[src/hw/rtl/lud_pkg.sv]
// ----------------------------------------------------------------------------
// lud_pkg
// Shared widths, byte classification constants and the result group type
// of the lenient UTF-8 decoder.
// ----------------------------------------------------------------------------
`default_nettype none

package lud_pkg;

    localparam int BYTE_W   = 8;
    localparam int CP_W     = 21;
    localparam int MAX_RES  = 4;
    localparam int HELD_MAX = 3;

    // byte classes
    localparam logic [7:0] CONT_MASK  = 8'hC0;
    localparam logic [7:0] CONT_TAG   = 8'h80;
    localparam logic [7:0] LEAD2_MASK = 8'hE0;
    localparam logic [7:0] LEAD2_TAG  = 8'hC0;
    localparam logic [7:0] LEAD3_MASK = 8'hF0;
    localparam logic [7:0] LEAD3_TAG  = 8'hE0;
    localparam logic [7:0] LEAD4_MASK = 8'hF8;
    localparam logic [7:0] LEAD4_TAG  = 8'hF0;
    localparam logic [7:0] PAY2_MASK  = 8'h1F;
    localparam logic [7:0] PAY3_MASK  = 8'h0F;
    localparam logic [7:0] PAY4_MASK  = 8'h07;
    localparam logic [7:0] PAY_C_MASK = 8'h3F;

    localparam logic [2:0] SEQ_NONE = 3'd0;
    localparam logic [2:0] SEQ_LEN2 = 3'd2;
    localparam logic [2:0] SEQ_LEN3 = 3'd3;
    localparam logic [2:0] SEQ_LEN4 = 3'd4;

    // results caused by one input byte
    typedef struct packed {
        logic [2:0]                  count;
        logic                        eot;
        logic [MAX_RES-1:0][CP_W-1:0] cp;
    } lud_group_t;

endpackage : lud_pkg

`default_nettype wire

[src/hw/rtl/lud_decode.sv]
// ----------------------------------------------------------------------------
// lud_decode
// Sequence state and single-pass decode of one byte into a group of up to
// four code points.
// ----------------------------------------------------------------------------
`default_nettype none

module lud_decode
    import lud_pkg::*;
(
    input  wire logic              aclk,
    input  wire logic              aresetn,
    input  wire logic              adv_i,
    input  wire logic [BYTE_W-1:0] byte_i,
    input  wire logic              eot_i,
    output lud_group_t             group_o
);

    logic [HELD_MAX-1:0][BYTE_W-1:0] held_reg, held_next;
    logic [1:0]                      count_reg, count_next;
    logic [2:0]                      len_reg, len_next;
    logic [CP_W-1:0]                 part_reg, part_next;

    logic            seq_open;
    logic            is_cont;
    logic [2:0]      fresh_len;
    logic [CP_W-1:0] fresh_pay;
    logic            fresh_raw;
    logic [CP_W-1:0] acc_val;
    logic [2:0]      new_cnt;
    logic [2:0]      base;
    logic [CP_W-1:0] byte_cp;

    // classify and decode the byte against the open sequence
    always_comb begin
        held_next     = held_reg;
        count_next    = count_reg;
        len_next      = len_reg;
        part_next     = part_reg;
        group_o.count = 3'd0;
        group_o.eot   = eot_i;
        group_o.cp    = '0;

        seq_open = (len_reg != SEQ_NONE);
        is_cont  = ((byte_i & CONT_MASK) == CONT_TAG);
        byte_cp  = {{(CP_W-BYTE_W){1'b0}}, byte_i};
        acc_val  = {part_reg[CP_W-7:0], byte_i[5:0]};
        new_cnt  = {1'b0, count_reg} + 3'd1;
        base     = seq_open ? {1'b0, count_reg} : 3'd0;

        if ((byte_i & LEAD2_MASK) == LEAD2_TAG) begin
            fresh_len = SEQ_LEN2;
            fresh_pay = {{(CP_W-BYTE_W){1'b0}}, byte_i & PAY2_MASK};
        end else if ((byte_i & LEAD3_MASK) == LEAD3_TAG) begin
            fresh_len = SEQ_LEN3;
            fresh_pay = {{(CP_W-BYTE_W){1'b0}}, byte_i & PAY3_MASK};
        end else if ((byte_i & LEAD4_MASK) == LEAD4_TAG) begin
            fresh_len = SEQ_LEN4;
            fresh_pay = {{(CP_W-BYTE_W){1'b0}}, byte_i & PAY4_MASK};
        end else begin
            fresh_len = SEQ_NONE;
            fresh_pay = '0;
        end
        fresh_raw = (fresh_len == SEQ_NONE) || eot_i;

        if (seq_open && is_cont) begin
            if (new_cnt >= len_reg) begin
                // sequence complete
                group_o.count = 3'd1;
                group_o.cp[0] = acc_val;
                count_next    = 2'd0;
                len_next      = SEQ_NONE;
            end else begin
                held_next[count_reg] = byte_i;
                count_next           = new_cnt[1:0];
                part_next            = acc_val;
                if (eot_i) begin
                    // text ended mid-sequence: flush everything raw
                    for (int k = 0; k < HELD_MAX; k++) begin
                        group_o.cp[k] = {{(CP_W-BYTE_W){1'b0}}, held_next[k]};
                    end
                    group_o.count = new_cnt;
                    count_next    = 2'd0;
                    len_next      = SEQ_NONE;
                end
            end
        end else begin
            // flush any broken sequence, then decode the byte from scratch
            for (int k = 0; k < HELD_MAX; k++) begin
                group_o.cp[k] = (3'(k) < base) ?
                                {{(CP_W-BYTE_W){1'b0}}, held_reg[k]} : byte_cp;
            end
            group_o.cp[MAX_RES-1] = byte_cp;
            if (fresh_raw) begin
                group_o.count = base + 3'd1;
                count_next    = 2'd0;
                len_next      = SEQ_NONE;
            end else begin
                group_o.count = base;
                held_next[0]  = byte_i;
                count_next    = 2'd1;
                len_next      = fresh_len;
                part_next     = fresh_pay;
            end
        end
    end

    // advance the sequence state on each decoded byte
    always_ff @(posedge aclk) begin
        if (!aresetn) begin
            count_reg <= 2'd0;
            len_reg   <= SEQ_NONE;
        end else if (adv_i) begin
            count_reg <= count_next;
            len_reg   <= len_next;
        end
    end

    always_ff @(posedge aclk) begin
        if (adv_i) begin
            held_reg <= held_next;
            part_reg <= part_next;
        end
    end

    // the text always leaves the decoder empty
    a_eot_clears: assert property (@(posedge aclk) disable iff (!aresetn)
        adv_i && eot_i |=> (len_reg == SEQ_NONE) && (count_reg == 2'd0))
        else $error("sequence left open after end of text");

    // an open sequence holds at least its lead and fewer bytes than its length
    a_held_bounds: assert property (@(posedge aclk) disable iff (!aresetn)
        (len_reg != SEQ_NONE) |-> (count_reg != 2'd0) && ({1'b0, count_reg} < len_reg))
        else $error("held byte count out of range for open sequence");

endmodule : lud_decode

`default_nettype wire

[src/hw/rtl/lud_out_buffer.sv]
// ----------------------------------------------------------------------------
// lud_out_buffer
// Result group register; hands out its code points one item per cycle while m_tready is high.
// ----------------------------------------------------------------------------
`default_nettype none

module lud_out_buffer
    import lud_pkg::*;
(
    input  wire logic         aclk,
    input  wire logic         aresetn,
    input  wire logic         load_i,
    input  wire lud_group_t   group_i,
    output logic              free_o,
    output logic              m_tvalid,
    input  wire logic         m_tready,
    output logic [23:0]       m_tdata,   // [20:0] code_point, [23:21] zero
    output logic              m_tlast,   // last_of_run
    output logic [0:0]        m_tuser    // [0] text_finished
);

    logic                         valid_reg;
    logic [1:0]                   idx_reg;
    logic [2:0]                   n_reg;
    logic                         eot_reg;
    logic [MAX_RES-1:0][CP_W-1:0] cp_reg;

    logic last_slot;
    logic fire;

    // flag the final slot of the group
    always_comb begin
        last_slot = ({1'b0, idx_reg} == (n_reg - 3'd1));
        fire      = valid_reg && m_tready;
        free_o    = !valid_reg || (fire && last_slot);
        m_tvalid  = valid_reg;
        m_tdata   = {{(24-CP_W){1'b0}}, cp_reg[idx_reg]};
        m_tlast   = last_slot;
        m_tuser   = eot_reg && last_slot;
    end

    // load a new group or advance through the current one
    always_ff @(posedge aclk) begin
        if (!aresetn) begin
            valid_reg <= 1'b0;
            idx_reg   <= 2'd0;
        end else if (load_i) begin
            valid_reg <= 1'b1;
            idx_reg   <= 2'd0;
        end else if (fire) begin
            if (last_slot) begin
                valid_reg <= 1'b0;
            end else begin
                idx_reg <= idx_reg + 2'd1;
            end
        end
    end

    always_ff @(posedge aclk) begin
        if (load_i) begin
            n_reg   <= group_i.count;
            eot_reg <= group_i.eot;
            cp_reg  <= group_i.cp;
        end
    end

    // never overwrite a group that still has items to deliver
    a_load_free: assert property (@(posedge aclk) disable iff (!aresetn)
        load_i |-> free_o)
        else $error("group loaded while previous one pending");

    // the slot pointer stays inside a non-empty group
    a_idx_range: assert property (@(posedge aclk) disable iff (!aresetn)
        valid_reg |-> (n_reg != 3'd0) && ({1'b0, idx_reg} < n_reg))
        else $error("slot index outside result group");

endmodule : lud_out_buffer

`default_nettype wire

[src/hw/rtl/lenient_utf8_decoder_unit.sv]
// ----------------------------------------------------------------------------
// lenient_utf8_decoder_unit
// Lenient streaming UTF-8 decoder: one text byte per item in, code points out.
// ----------------------------------------------------------------------------
// An accepted byte passes the input register, then the result register.
// Throughput: one byte per cycle while m_tready is high and each byte yields
// at most one result; a byte that yields k results (k up to four) holds the
// result register until the one-item-per-cycle output port has sent all k.
// Reset: synchronous active-low aresetn empties the input register, the
// result register and any open sequence.
`default_nettype none

module lenient_utf8_decoder_unit
    import lud_pkg::*;
(
    input  wire logic        aclk,
    input  wire logic        aresetn,
    input  wire logic        s_tvalid,
    output logic             s_tready,
    input  wire logic [7:0]  s_tdata,   // [7:0] text_byte
    input  wire logic        s_tlast,   // end_of_text
    output logic             m_tvalid,
    input  wire logic        m_tready,
    output logic [23:0]      m_tdata,   // [20:0] code_point, [23:21] zero
    output logic             m_tlast,   // last_of_run
    output logic [0:0]       m_tuser    // [0] text_finished
);

    logic              in_valid_reg;
    logic [BYTE_W-1:0] in_byte_reg;
    logic              in_eot_reg;

    logic       buf_free;
    logic       adv;
    lud_group_t group;

    // take a new item whenever the input register is empty or drains this cycle
    assign adv      = in_valid_reg && buf_free;
    assign s_tready = !in_valid_reg || buf_free;

    always_ff @(posedge aclk) begin
        if (!aresetn) begin
            in_valid_reg <= 1'b0;
        end else if (s_tvalid && s_tready) begin
            in_valid_reg <= 1'b1;
        end else if (adv) begin
            in_valid_reg <= 1'b0;
        end
    end

    always_ff @(posedge aclk) begin
        if (s_tvalid && s_tready) begin
            in_byte_reg <= s_tdata;
            in_eot_reg  <= s_tlast;
        end
    end

    lud_decode u_decode (
        .aclk    (aclk),
        .aresetn (aresetn),
        .adv_i   (adv),
        .byte_i  (in_byte_reg),
        .eot_i   (in_eot_reg),
        .group_o (group)
    );

    lud_out_buffer u_out (
        .aclk     (aclk),
        .aresetn  (aresetn),
        .load_i   (adv && (group.count != 3'd0)),
        .group_i  (group),
        .free_o   (buf_free),
        .m_tvalid (m_tvalid),
        .m_tready (m_tready),
        .m_tdata  (m_tdata),
        .m_tlast  (m_tlast),
        .m_tuser  (m_tuser)
    );

endmodule : lenient_utf8_decoder_unit

`default_nettype wire

[config.mk]
export PLATFORM = sky130hd
export DESIGN_NAME = lenient_utf8_decoder_unit
export DESIGN_NICKNAME = d
export VERILOG_FILES = /design/src/hw/rtl/lud_pkg.sv /design/src/hw/rtl/lud_decode.sv /design/src/hw/rtl/lud_out_buffer.sv /design/src/hw/rtl/lenient_utf8_decoder_unit.sv
export SDC_FILE = /design/constraint.sdc
export NUM_CORES = 1
export LEC_CHECK = 0
export ABC_AREA = 1
export BUFFER_PORTS_ARGS = -buffer_cell sky130_fd_sc_hd__buf_2
export CORE_AREA = 2 2 118 120
export DETAILED_ROUTE_END_ITERATION = 16
export DIE_AREA = 0 0 120 122
export SYNTH_ARGS = -nofsm -noshare
export SYNTH_HDL_FRONTEND = slang
export SYNTH_SLANG_ARGS = --single-unit
[constraint.sdc]
create_clock -name aclk -period 3.8 [get_ports aclk]
set_input_delay 1.14 -clock aclk [delete_from_list [all_inputs] [get_ports aclk]]
set_output_delay 1.14 -clock aclk [all_outputs]
set_load 0.005 [all_outputs]
==> results.py, run 1 <==
metrics = {
    "yosys": {
        "synth.avg_cell_area_um2": 9.56,
        "yosysSeqAreaShare_pct": 58.7,
        "yosys_warnings": 0,
        "syn_inst": 551,
        "ys_ff_latch": 106,
        "synth.distinct_cells": 38,
        "syn-cell-area_mm2": 0.00527,
    },
    "sta": {
        "finalSetupViolations": 0,
        "fin_crit_sh_pct": 80.6,
        "slew_viol_final": 0,
        "finalCriticalPeriod_ps": 3060,
        "clock.fmax_mhz": 326,
        "setup_tns_ps": 0,
        "rsz0062_at_grt": "no",
        "slew-limit-headroom_pct": 39.4,
        "worst_slew_pin_slew_ps": 907,
        "finClkSkew_ps": 6.24,
        "fin_ws_ps": 737,
        "finalHoldViolCount": 0,
        "hold_slack_ps": 483,
    },
    "worst_setup_path": {
        "r2r_slack_ps": 810,
        "worstSetupPathType": "reg -> out",
        "worst_ep_required_time_ps": 2660,
        "start_kind": "register",
        "end_kind": "primary output",
        "path_max_fanout": 30,
        "arrival_ps": 1920,
    },
    "power_and_ir_drop": {
        "clkPwrFrac_pct": 37.9,
        "p_seq_share_pct": 53.6,
        "netSwitchingPower_mw": 0.607,
        "p_int_mw": 1.93,
        "combPwrFrac_pct": 8.6,
        "leakage_nw": 2.30,
        "vdd_ir_drop_max_mv": 0.221,
        "sw_frac_of_total_pct": 24.0,
        "power_density_mw_per_mm2": 428,
    },
    "detailed_routing": {
        "drt_iter0_drc": 349,
        "ant_nets": 0,
        "detail_route.first_pass.iterations": 5,
        "vias": 3931,
        "wire_per_inst_um": 15.6,
        "routed_wl_um": 11900,
        "via_per_inst": 5.15,
        "remaining_drc_errors": 0,
    },
    "grt": {
        "grt_remaining_overflow": 0,
        "grt_pass1_vias": 3702,
        "grt_pass1_wl_um": 19300,
        "grt_util_all_layers_pct": 17.2,
        "grt_max_degree": 50,
        "antenna_found_initial": 0,
    },
    "clocking": {
        "cts_max_path_buffers": 2,
        "clk_latency_ps": 350,
        "post_cts_buffers": 0,
        "holdBufCountCts": 0,
        "clk_pin_slew_ps": 70,
        "cts_resized": 0,
        "cts_tree": "yes",
        "ctsHtreeMaxLevel": 3,
        "cts_made_buffers": 9,
        "root_buffer": "clkbuf_16",
        "numClockSinks": 106,
    },
    "placement": {
        "place_inst": 747,
        "gp_congestion": 0.869,
        "port_buffers": 37,
        "place_worst_setup_slack_ps": 846,
        "dpl.hpwl_um": 8230,
    },
    "final_layout": {
        "drive_above_1_share_pct": 14.1,
        "final_core_util_pct": 43.8,
        "instances_no_fill": 763,
        "area_delta_synth_final_pct": 12.3,
        "largest_reg_flops": 45,
        "finalNetCount": 602,
        "final_common_cell": "nand2_1",
        "num_antenna_cells": 0,
        "layout_common_cells": "nand2_1 (101), edfxtp_1 (97), nor2_1 (75)",
    },
    "floorplan": {
        "rows": 43,
        "die-area_mm2": 0.0146,
        "ios": 41,
        "fp.coreArea_mm2": 0.0135,
        "die_h_um": 122,
        "die_width_um": 120,
        "start_util_pct": 39.0,
    },
    "run_status": {
        "status": "finished, final reports clean",
    },
    "worst_hold_path": {
        "hp-class": "reg -> reg",
    },
    "run": {
        "cap_violations": 0,
    },
}
==> cell type report <==
cell class,count,area [um^2]
tap,180,225
multi-input combinational,352,1800
clock buffer,10,229
sequential,106,3090
inverter,66,248
fill,1285,7590
clock inverter,6,75.1
timing repair buffer,43,243
==> worst max-delay path, stage by stage, from the launching register on <==
cell     delay (ps)
dfxtp_1         310
inv_1           650
o21ai_0         200
o22ai_1         240
buf_2           160
==> metal layers <==
| metal | GRT usage (%) | routed length (um) |
|---|---|---|
| met4 | 6.18 | 176 |
| met2 | 28.6 | 5710 |
| met3 | 3.46 | 681 |
| met5 | 0 | 0 |
| met1 | 22.4 | 5350 |
==> path summary, 6_finish.rpt <==
path,to,start,depth (start not counted)
worst max register to register,u_out.cp_reg[17],u_decode.count_reg[0],14
worst min-delay path,u_decode.len_reg[1],u_decode.len_reg[1],2
worst max-delay path,m_tdata[5],u_out.idx_reg[0],4
worst min register to register,u_decode.len_reg[1],u_decode.len_reg[1],2
==> through the flow <==
stage | total power, mW | instance area, um^2
2_1_floorplan | 1.52 | 5280
3_3_place_gp | 1.60 | 5610
3_5_place_dp | 1.60 | 5610
4_1_cts | 2.54 | 5920
5_1_grt | 2.62 | 5920
6_report | 2.53 | 5920
==> cells by family after synthesis <==
kind of cell / after synthesis / share of synthesized area (%)
multiplexers: 4 / 0.855
XOR/XNOR: 5 / 0.831
adder cells (fa/ha/maj): 11 / 2.61
other: 1 / 0.0712
buffers and inverters: 95 / 7.29
AND/OR/NAND/NOR: 216 / 17.2
AO/OA/AOI/OAI: 113 / 12.5
flip-flops: 106 / 58.7
==> power groups by stage <==
stage / Sequential (mW) / Combinational, mW / Clock (mW)
floorplan: 1.37 / 0.144 / 0
global placement: 1.38 / 0.215 / 0
detailed placement: 1.38 / 0.219 / 0
CTS: 1.36 / 0.220 / 0.966
global route: 1.36 / 0.246 / 1.02
finish: 1.36 / 0.217 / 0.959
==> cells in the mapped netlist (all sizes together) <==
library cell,number,area (um^2)
buf,15,83.8
nand2,108,428
clkbuf,14,52.6
nor3,8,40.0
dfxtp,9,180
ha,11,138
nand3,15,85.1
clkinv,3,11.3
xor2,4,35.0
nor2,79,312
o22ai,16,100
xnor2,1,8.76
a21oi,9,45.0
nand4,2,12.5
nand3b,2,15.0
a21o,1,7.51
o21ai,69,349
o311ai,6,52.6
o21bai,6,45.0
conb,1,3.75
o211ai,3,22.5
nor4,2,12.5
edfxtp,97,2910
mux2,4,45.0
a31oi,2,27.5
o221ai,1,8.76
inv,63,236
Power figures use the tool's default switching activity.
==> inputs of run 2 (changes only) <==
==> constraint.sdc (replaced) <==
create_clock -name aclk -period 2.7 [get_ports aclk]
set_input_delay 0.81 -clock aclk [delete_from_list [all_inputs] [get_ports aclk]]
set_output_delay 0.81 -clock aclk [all_outputs]
set_load 0.005 [all_outputs]
==> run 2 against run 1 <==
Effect of this change:
- utilization grew 1.5 points
- sequential power grew 40%
- sequential cell count is the same
- critical path depth grew 4
==> results.py, run 2 (synthesized netlist as in run 1, its figures left out) <==
metrics = {
    "power_and_ir_drop": {
        "p_int_mw": 2.81,
        "leakage_nw": 2.39,
        "power_density_mw_per_mm2": 594,
        "sw_frac_of_total_pct": 22.7,
        "combPwrFrac_pct": 9.1,
        "vdd_ir_drop_max_mv": 0.377,
        "clkPwrFrac_pct": 38.4,
        "netSwitchingPower_mw": 0.826,
        "p_seq_share_pct": 52.6,
    },
    "final_layout": {
        "finalNetCount": 618,
        "num_antenna_cells": 0,
        "largest_reg_flops": 45,
        "final_common_cell": "nand2_1",
        "layout_common_cells": "nand2_1 (101), edfxtp_1 (97), nor2_1 (75)",
        "instances_no_fill": 778,
        "n_fill_cell": 1303,
        "area_delta_synth_final_pct": 16.0,
        "regArea_mm2": 0.00310,
        "final_area_mm2": 0.00612,
        "multi_input_area_mm2": 0.00184,
        "drive_above_1_share_pct": 18.1,
    },
    "clocking": {
        "cts_max_path_buffers": 2,
        "holdBufCountCts": 0,
        "root_buffer": "clkbuf_16",
        "ctsHtreeMaxLevel": 3,
        "numClockSinks": 106,
        "clk_latency_ps": 360,
        "cts_tree": "yes",
        "post_cts_buffers": 0,
        "cts_made_buffers": 9,
        "clk_pin_slew_ps": 60,
        "cts_resized": 0,
    },
    "sta": {
        "rsz0062_at_grt": "no",
        "worst_slew_pin_slew_ps": 583,
        "slew-limit-headroom_pct": 61.1,
        "hold_slack_ps": 489,
        "finClkSkew_ps": 10.0,
        "clock.fmax_mhz": 397,
        "fin_crit_sh_pct": 93.3,
        "finalSetupViolations": 0,
        "finalCriticalPeriod_ps": 2520,
        "finalHoldViolCount": 0,
        "slew_viol_final": 0,
        "fin_ws_ps": 181,
    },
    "run": {
        "cap_violations": 0,
    },
    "detailed_routing": {
        "drt_iter0_drc": 333,
        "vias": 3933,
        "ant_nets": 0,
        "wire_per_inst_um": 15.5,
        "detail_route.first_pass.iterations": 5,
        "via_per_inst": 5.06,
        "routed_wl_um": 12100,
        "remaining_drc_errors": 0,
    },
    "floorplan": {
        "start_util_pct": 39.0,
        "die_h_um": 122,
        "fp.coreArea_mm2": 0.0135,
        "rows": 43,
        "die_width_um": 120,
        "die-area_mm2": 0.0146,
        "ios": 41,
    },
    "worst_setup_path": {
        "slowest_stage": "edfxtp_1",
        "cp_cell_sequence": "inv_1 > ha_1 > xor2_1 > nand3_2 > nand2_1 > nand2_2 > nand2_1 > buf_2",
        "end_kind": "primary output",
        "crit_top_cell": "nand2_1",
        "start_kind": "register",
        "worst_ep_required_time_ps": 1890,
        "worstSetupPathType": "reg -> out",
        "critPathMaxStageDelay_ps": 390,
        "path_max_fanout": 4,
        "r2r_cells": 13,
        "arrival_ps": 1710,
    },
    "grt": {
        "grt_pass1_wl_um": 20000,
        "grt_pass1_vias": 3965,
        "grt_max_degree": 49,
        "grt_remaining_overflow": 0,
        "grt_util_all_layers_pct": 17.7,
        "antenna_found_initial": 0,
    },
    "worst_hold_path": {
        "hp-class": "reg -> reg",
        "hold_path_depth": 2,
    },
    "placement": {
        "port_buffers": 37,
        "dpl.hpwl_um": 8730,
        "place_worst_setup_slack_ps": 192,
        "place_inst": 756,
        "gp_congestion": 0.872,
        "dpl_cell_area_mm2": 0.00575,
    },
    "run_status": {
        "status": "finished, final reports clean",
    },
}
-- run 2: cell types whose count changed in the layout (fill, tap and decap cells not counted), sizes merged --
cell      delta
inv          -2
buf         +16
clkinv       -1
clkinvlp     +2
bufinv       +1
clkbuf       -1
-- run 2: final cells by class --
cell class | count | area share [%]
inverters | 66 | 4.17
clock buffers | 9 | 3.68
well taps | 180 | 3.68
flip-flops and latches | 106 | 50.7
clock inverters | 6 | 1.51
multi-input cells | 352 | 30.2
repair buffers | 59 | 6.14
-- run 2: power by group through the flow --
stage | registers (mW) | clock network [mW] | logic, mW
global route | 1.91 | 1.49 | 0.372
finish | 1.91 | 1.39 | 0.329
floorplan | 1.93 | 0 | 0.206
CTS | 1.91 | 1.43 | 0.318
detailed placement | 1.95 | 0 | 0.317
global placement | 1.94 | 0 | 0.311
-- run 2: path summary, 6_finish.rpt --
kind	slack, ps	to	start
min	490	u_decode.len_reg[1]	u_decode.len_reg[1]
max	180	s_tready	u_out.n_reg[0]
min reg2reg	490	u_decode.len_reg[1]	u_decode.len_reg[1]
max reg2reg	240	u_out.cp_reg[20]	u_decode.count_reg[1]
-- run 2: critical path: cells and delay by family (launching register included) --
family                   cells  cell delay [ps]
XOR/XNOR                     1              160
adder cells (fa/ha/maj)      1              230
buffers and inverters        2              190
flip-flops                   1              390
AND/OR/NAND/NOR              4              390
-- run 2: metal layers --
metal  vias up  share of wire (%)  track usage [%]
li1       1950                  -                -
met1      1876                 45             23.1
met2        98                 49             29.4
met3         9                4.9             4.12
met4         0                1.2             5.66
met5         -                  0                0
-- run 2: through the flow --
step | TNS (ps) | util (%) | total power [mW]
global route | 0 | 45.3 | 3.78
detailed placement | 0 | 42.5 | 2.26
finish | 0 | 45.3 | 3.63
floorplan | -1170 | - | 2.14
global placement | 0 | 42.5 | 2.25
CTS | 0 | 44.9 | 3.66
==> inputs of run 3 (changes only) <==
==> constraint.sdc (replaced) <==
create_clock -name aclk -period 2.2 [get_ports aclk]
set_input_delay 0.66 -clock aclk [delete_from_list [all_inputs] [get_ports aclk]]
set_output_delay 0.66 -clock aclk [all_outputs]
set_load 0.005 [all_outputs]
==> run 3 against run 2 <==
Effect of this change:
- critical endpoint is now u_out.cp_reg[13]
- clock skew is essentially flat
- register-to-register slack lost 440 ps
- worst hold slack worse by 18 ps
- clock power is 12% higher
- global-route usage is 1.2 points higher
- power grew 22%
- the flow now finishes with violations (setup timing)
- setup slack worse by 380 ps
- sequential share of layout area down 4.5 points
- wire length rose by 10%
- combinational power is 63% higher
- sequential power increased by 23%
- non-clock buffer count up 37
==> results.py, run 3 (synthesized netlist as in run 1, its figures left out) <==
metrics = {
    "run_status": {
        "status": "finished, violations left",
        "violations": "setup timing",
    },
    "floorplan": {
        "rows": 43,
        "die-area_mm2": 0.0146,
        "fp.coreArea_mm2": 0.0135,
        "die_h_um": 122,
        "die_width_um": 120,
        "ios": 41,
        "start_util_pct": 39.0,
    },
    "placement": {
        "dpl.hpwl_um": 9100,
        "place_worst_setup_slack_ps": -156,
        "port_buffers": 37,
        "gp_congestion": 0.878,
        "dpl_cell_area_mm2": 0.00594,
    },
    "power_and_ir_drop": {
        "leakage_nw": 2.65,
        "sw_frac_of_total_pct": 25.1,
        "clkPwrFrac_pct": 35.0,
        "vdd_ir_drop_max_mv": 0.307,
        "p_seq_share_pct": 52.9,
        "power_density_mw_per_mm2": 658,
        "netSwitchingPower_mw": 1.11,
        "combPwrFrac_pct": 12.1,
        "p_int_mw": 3.31,
    },
    "worst_setup_path": {
        "start_kind": "register",
        "path_max_fanout": 15,
        "end_kind": "register",
        "worst_ep_required_time_ps": 2330,
        "arrival_ps": 2530,
        "worstSetupPathType": "reg -> reg",
    },
    "grt": {
        "antenna_found_initial": 0,
        "grt_pass1_wl_um": 21000,
        "grt_remaining_overflow": 0,
        "grt_pass1_vias": 4081,
        "grt_util_all_layers_pct": 18.9,
        "grt_max_degree": 49,
    },
    "clocking": {
        "cts_tree": "yes",
        "ctsHtreeMaxLevel": 3,
        "root_buffer": "clkbuf_16",
        "cts_made_buffers": 9,
        "cts_max_path_buffers": 2,
        "clk_latency_ps": 360,
        "clk_pin_slew_ps": 80,
        "holdBufCountCts": 0,
        "numClockSinks": 106,
    },
    "final_layout": {
        "final_area_mm2": 0.00672,
        "num_antenna_cells": 0,
        "largest_reg_flops": 45,
        "finalNetCount": 655,
        "final_common_cell": "edfxtp_1",
        "layout_common_cells": "edfxtp_1 (97), nand2_1 (95), nor2_1 (70)",
        "final_core_util_pct": 49.8,
        "area_delta_synth_final_pct": 27.6,
        "drive_above_1_share_pct": 27.5,
    },
    "sta": {
        "slew_viol_final": 0,
        "fin_ws_ps": -200,
        "finClkSkew_ps": 10.2,
        "finalHoldViolCount": 0,
        "finalSetupViolations": 78,
        "rsz0062_at_grt": "yes",
        "fin_crit_sh_pct": 109,
        "setup_tns_ps": -10680,
        "clock.fmax_mhz": 417,
        "worst_slew_pin_slew_ps": 568,
        "finalCriticalPeriod_ps": 2400,
        "slew-limit-headroom_pct": 62.2,
    },
    "detailed_routing": {
        "detail_route.first_pass.iterations": 5,
        "routed_wl_um": 13300,
        "remaining_drc_errors": 0,
        "via_per_inst": 5.13,
        "wire_per_inst_um": 16.3,
        "vias": 4187,
        "ant_nets": 0,
        "drt_iter0_drc": 332,
    },
    "worst_hold_path": {
        "hp-class": "in -> reg",
    },
    "run": {
        "cap_violations": 0,
    },
}
==> run 3: changes by cell type in the layout (fill, tap and decap cells not counted), moves of 4 or more <==
cell	change
o21ai_0	-7
nand2_1	-6
nand2_2	+5
nor2_1	-5
buf_4	+19
o21ai_1	+4
inv_1	-5
buf_6	+7
o311ai_0	-5
buf_12	+6
==> run 3: layout make-up <==
| cell class | count | area (um^2) |
|---|---|---|
| Fill cell | 1237 | 6780 |
| Sequential cell | 106 | 3110 |
| Multi-Input combinational cell | 352 | 1990 |
| Timing Repair Buffer | 96 | 857 |
| Inverter | 66 | 268 |
| Clock buffer | 10 | 229 |
| Tap cell | 180 | 225 |
| Clock inverter | 6 | 50.0 |
==> run 3: per-layer routing <==
metal / global-route usage, % / vias to the layer above / part of all wire (%)
met5: 0 / - / 0
met4: 7.94 / 0 / 2.5
met3: 4.78 / 23 / 5.6
met2: 31.7 / 152 / 49
met1: 23.4 / 1992 / 43
li1: - / 2020 / -
==> run 3: timing repair <==
item | 4_1_cts | 5_1_grt
setup buffers | 10 | 9
setup endpoints to repair | 101 | 148
cloned | 2 | 4
pin swaps | 8 | 9
resized for setup | 24 | 41
==> run 3: metrics by stage <==
| step | power (mW) | hold slack (ps) | instances |
|---|---|---|---|
| after global placement | 2.79 | 459 | 776 |
| final | 4.42 | 471 | 816 |
| after CTS | 4.42 | 454 | 804 |
| after detailed placement | 2.80 | 459 | 776 |
| after global routing | 4.61 | 455 | 816 |
| after floorplan | 2.62 | 444 | 553 |
==> run 3: power groups by stage <==
stage | clock network, mW | registers (mW) | logic [mW]
after floorplan | 0 | 2.37 | 0.255
after global placement | 0 | 2.38 | 0.408
after detailed placement | 0 | 2.38 | 0.418
after CTS | 1.59 | 2.34 | 0.494
after global routing | 1.67 | 2.35 | 0.591
final | 1.55 | 2.34 | 0.537
==> run 3: final timing paths <==
check,startpoint,to,slack [ps],cells past startpoint
worst max-delay path,u_decode.count_reg[0],u_out.cp_reg[13],-200,14
worst min-delay path,s_tdata[4],in_byte_reg[4],470,1
worst max register to register,u_decode.count_reg[0],u_out.cp_reg[13],-200,14
worst min register to register,u_decode.len_reg[1],u_decode.len_reg[1],470,2
==> run 3: critical path, cell delays in order, from the launching register on <==
cell	delay, ps
dfxtp_4	390
inv_4	40
ha_4	240
ha_4	160
a21o_1	170
nor2_2	150
nand2_2	90
nor2_2	120
nand2_1	70
nand2_2	70
nand3_2	60
nand2_2	100
clkinvlp_4	170
buf_6	170
buf_12	140
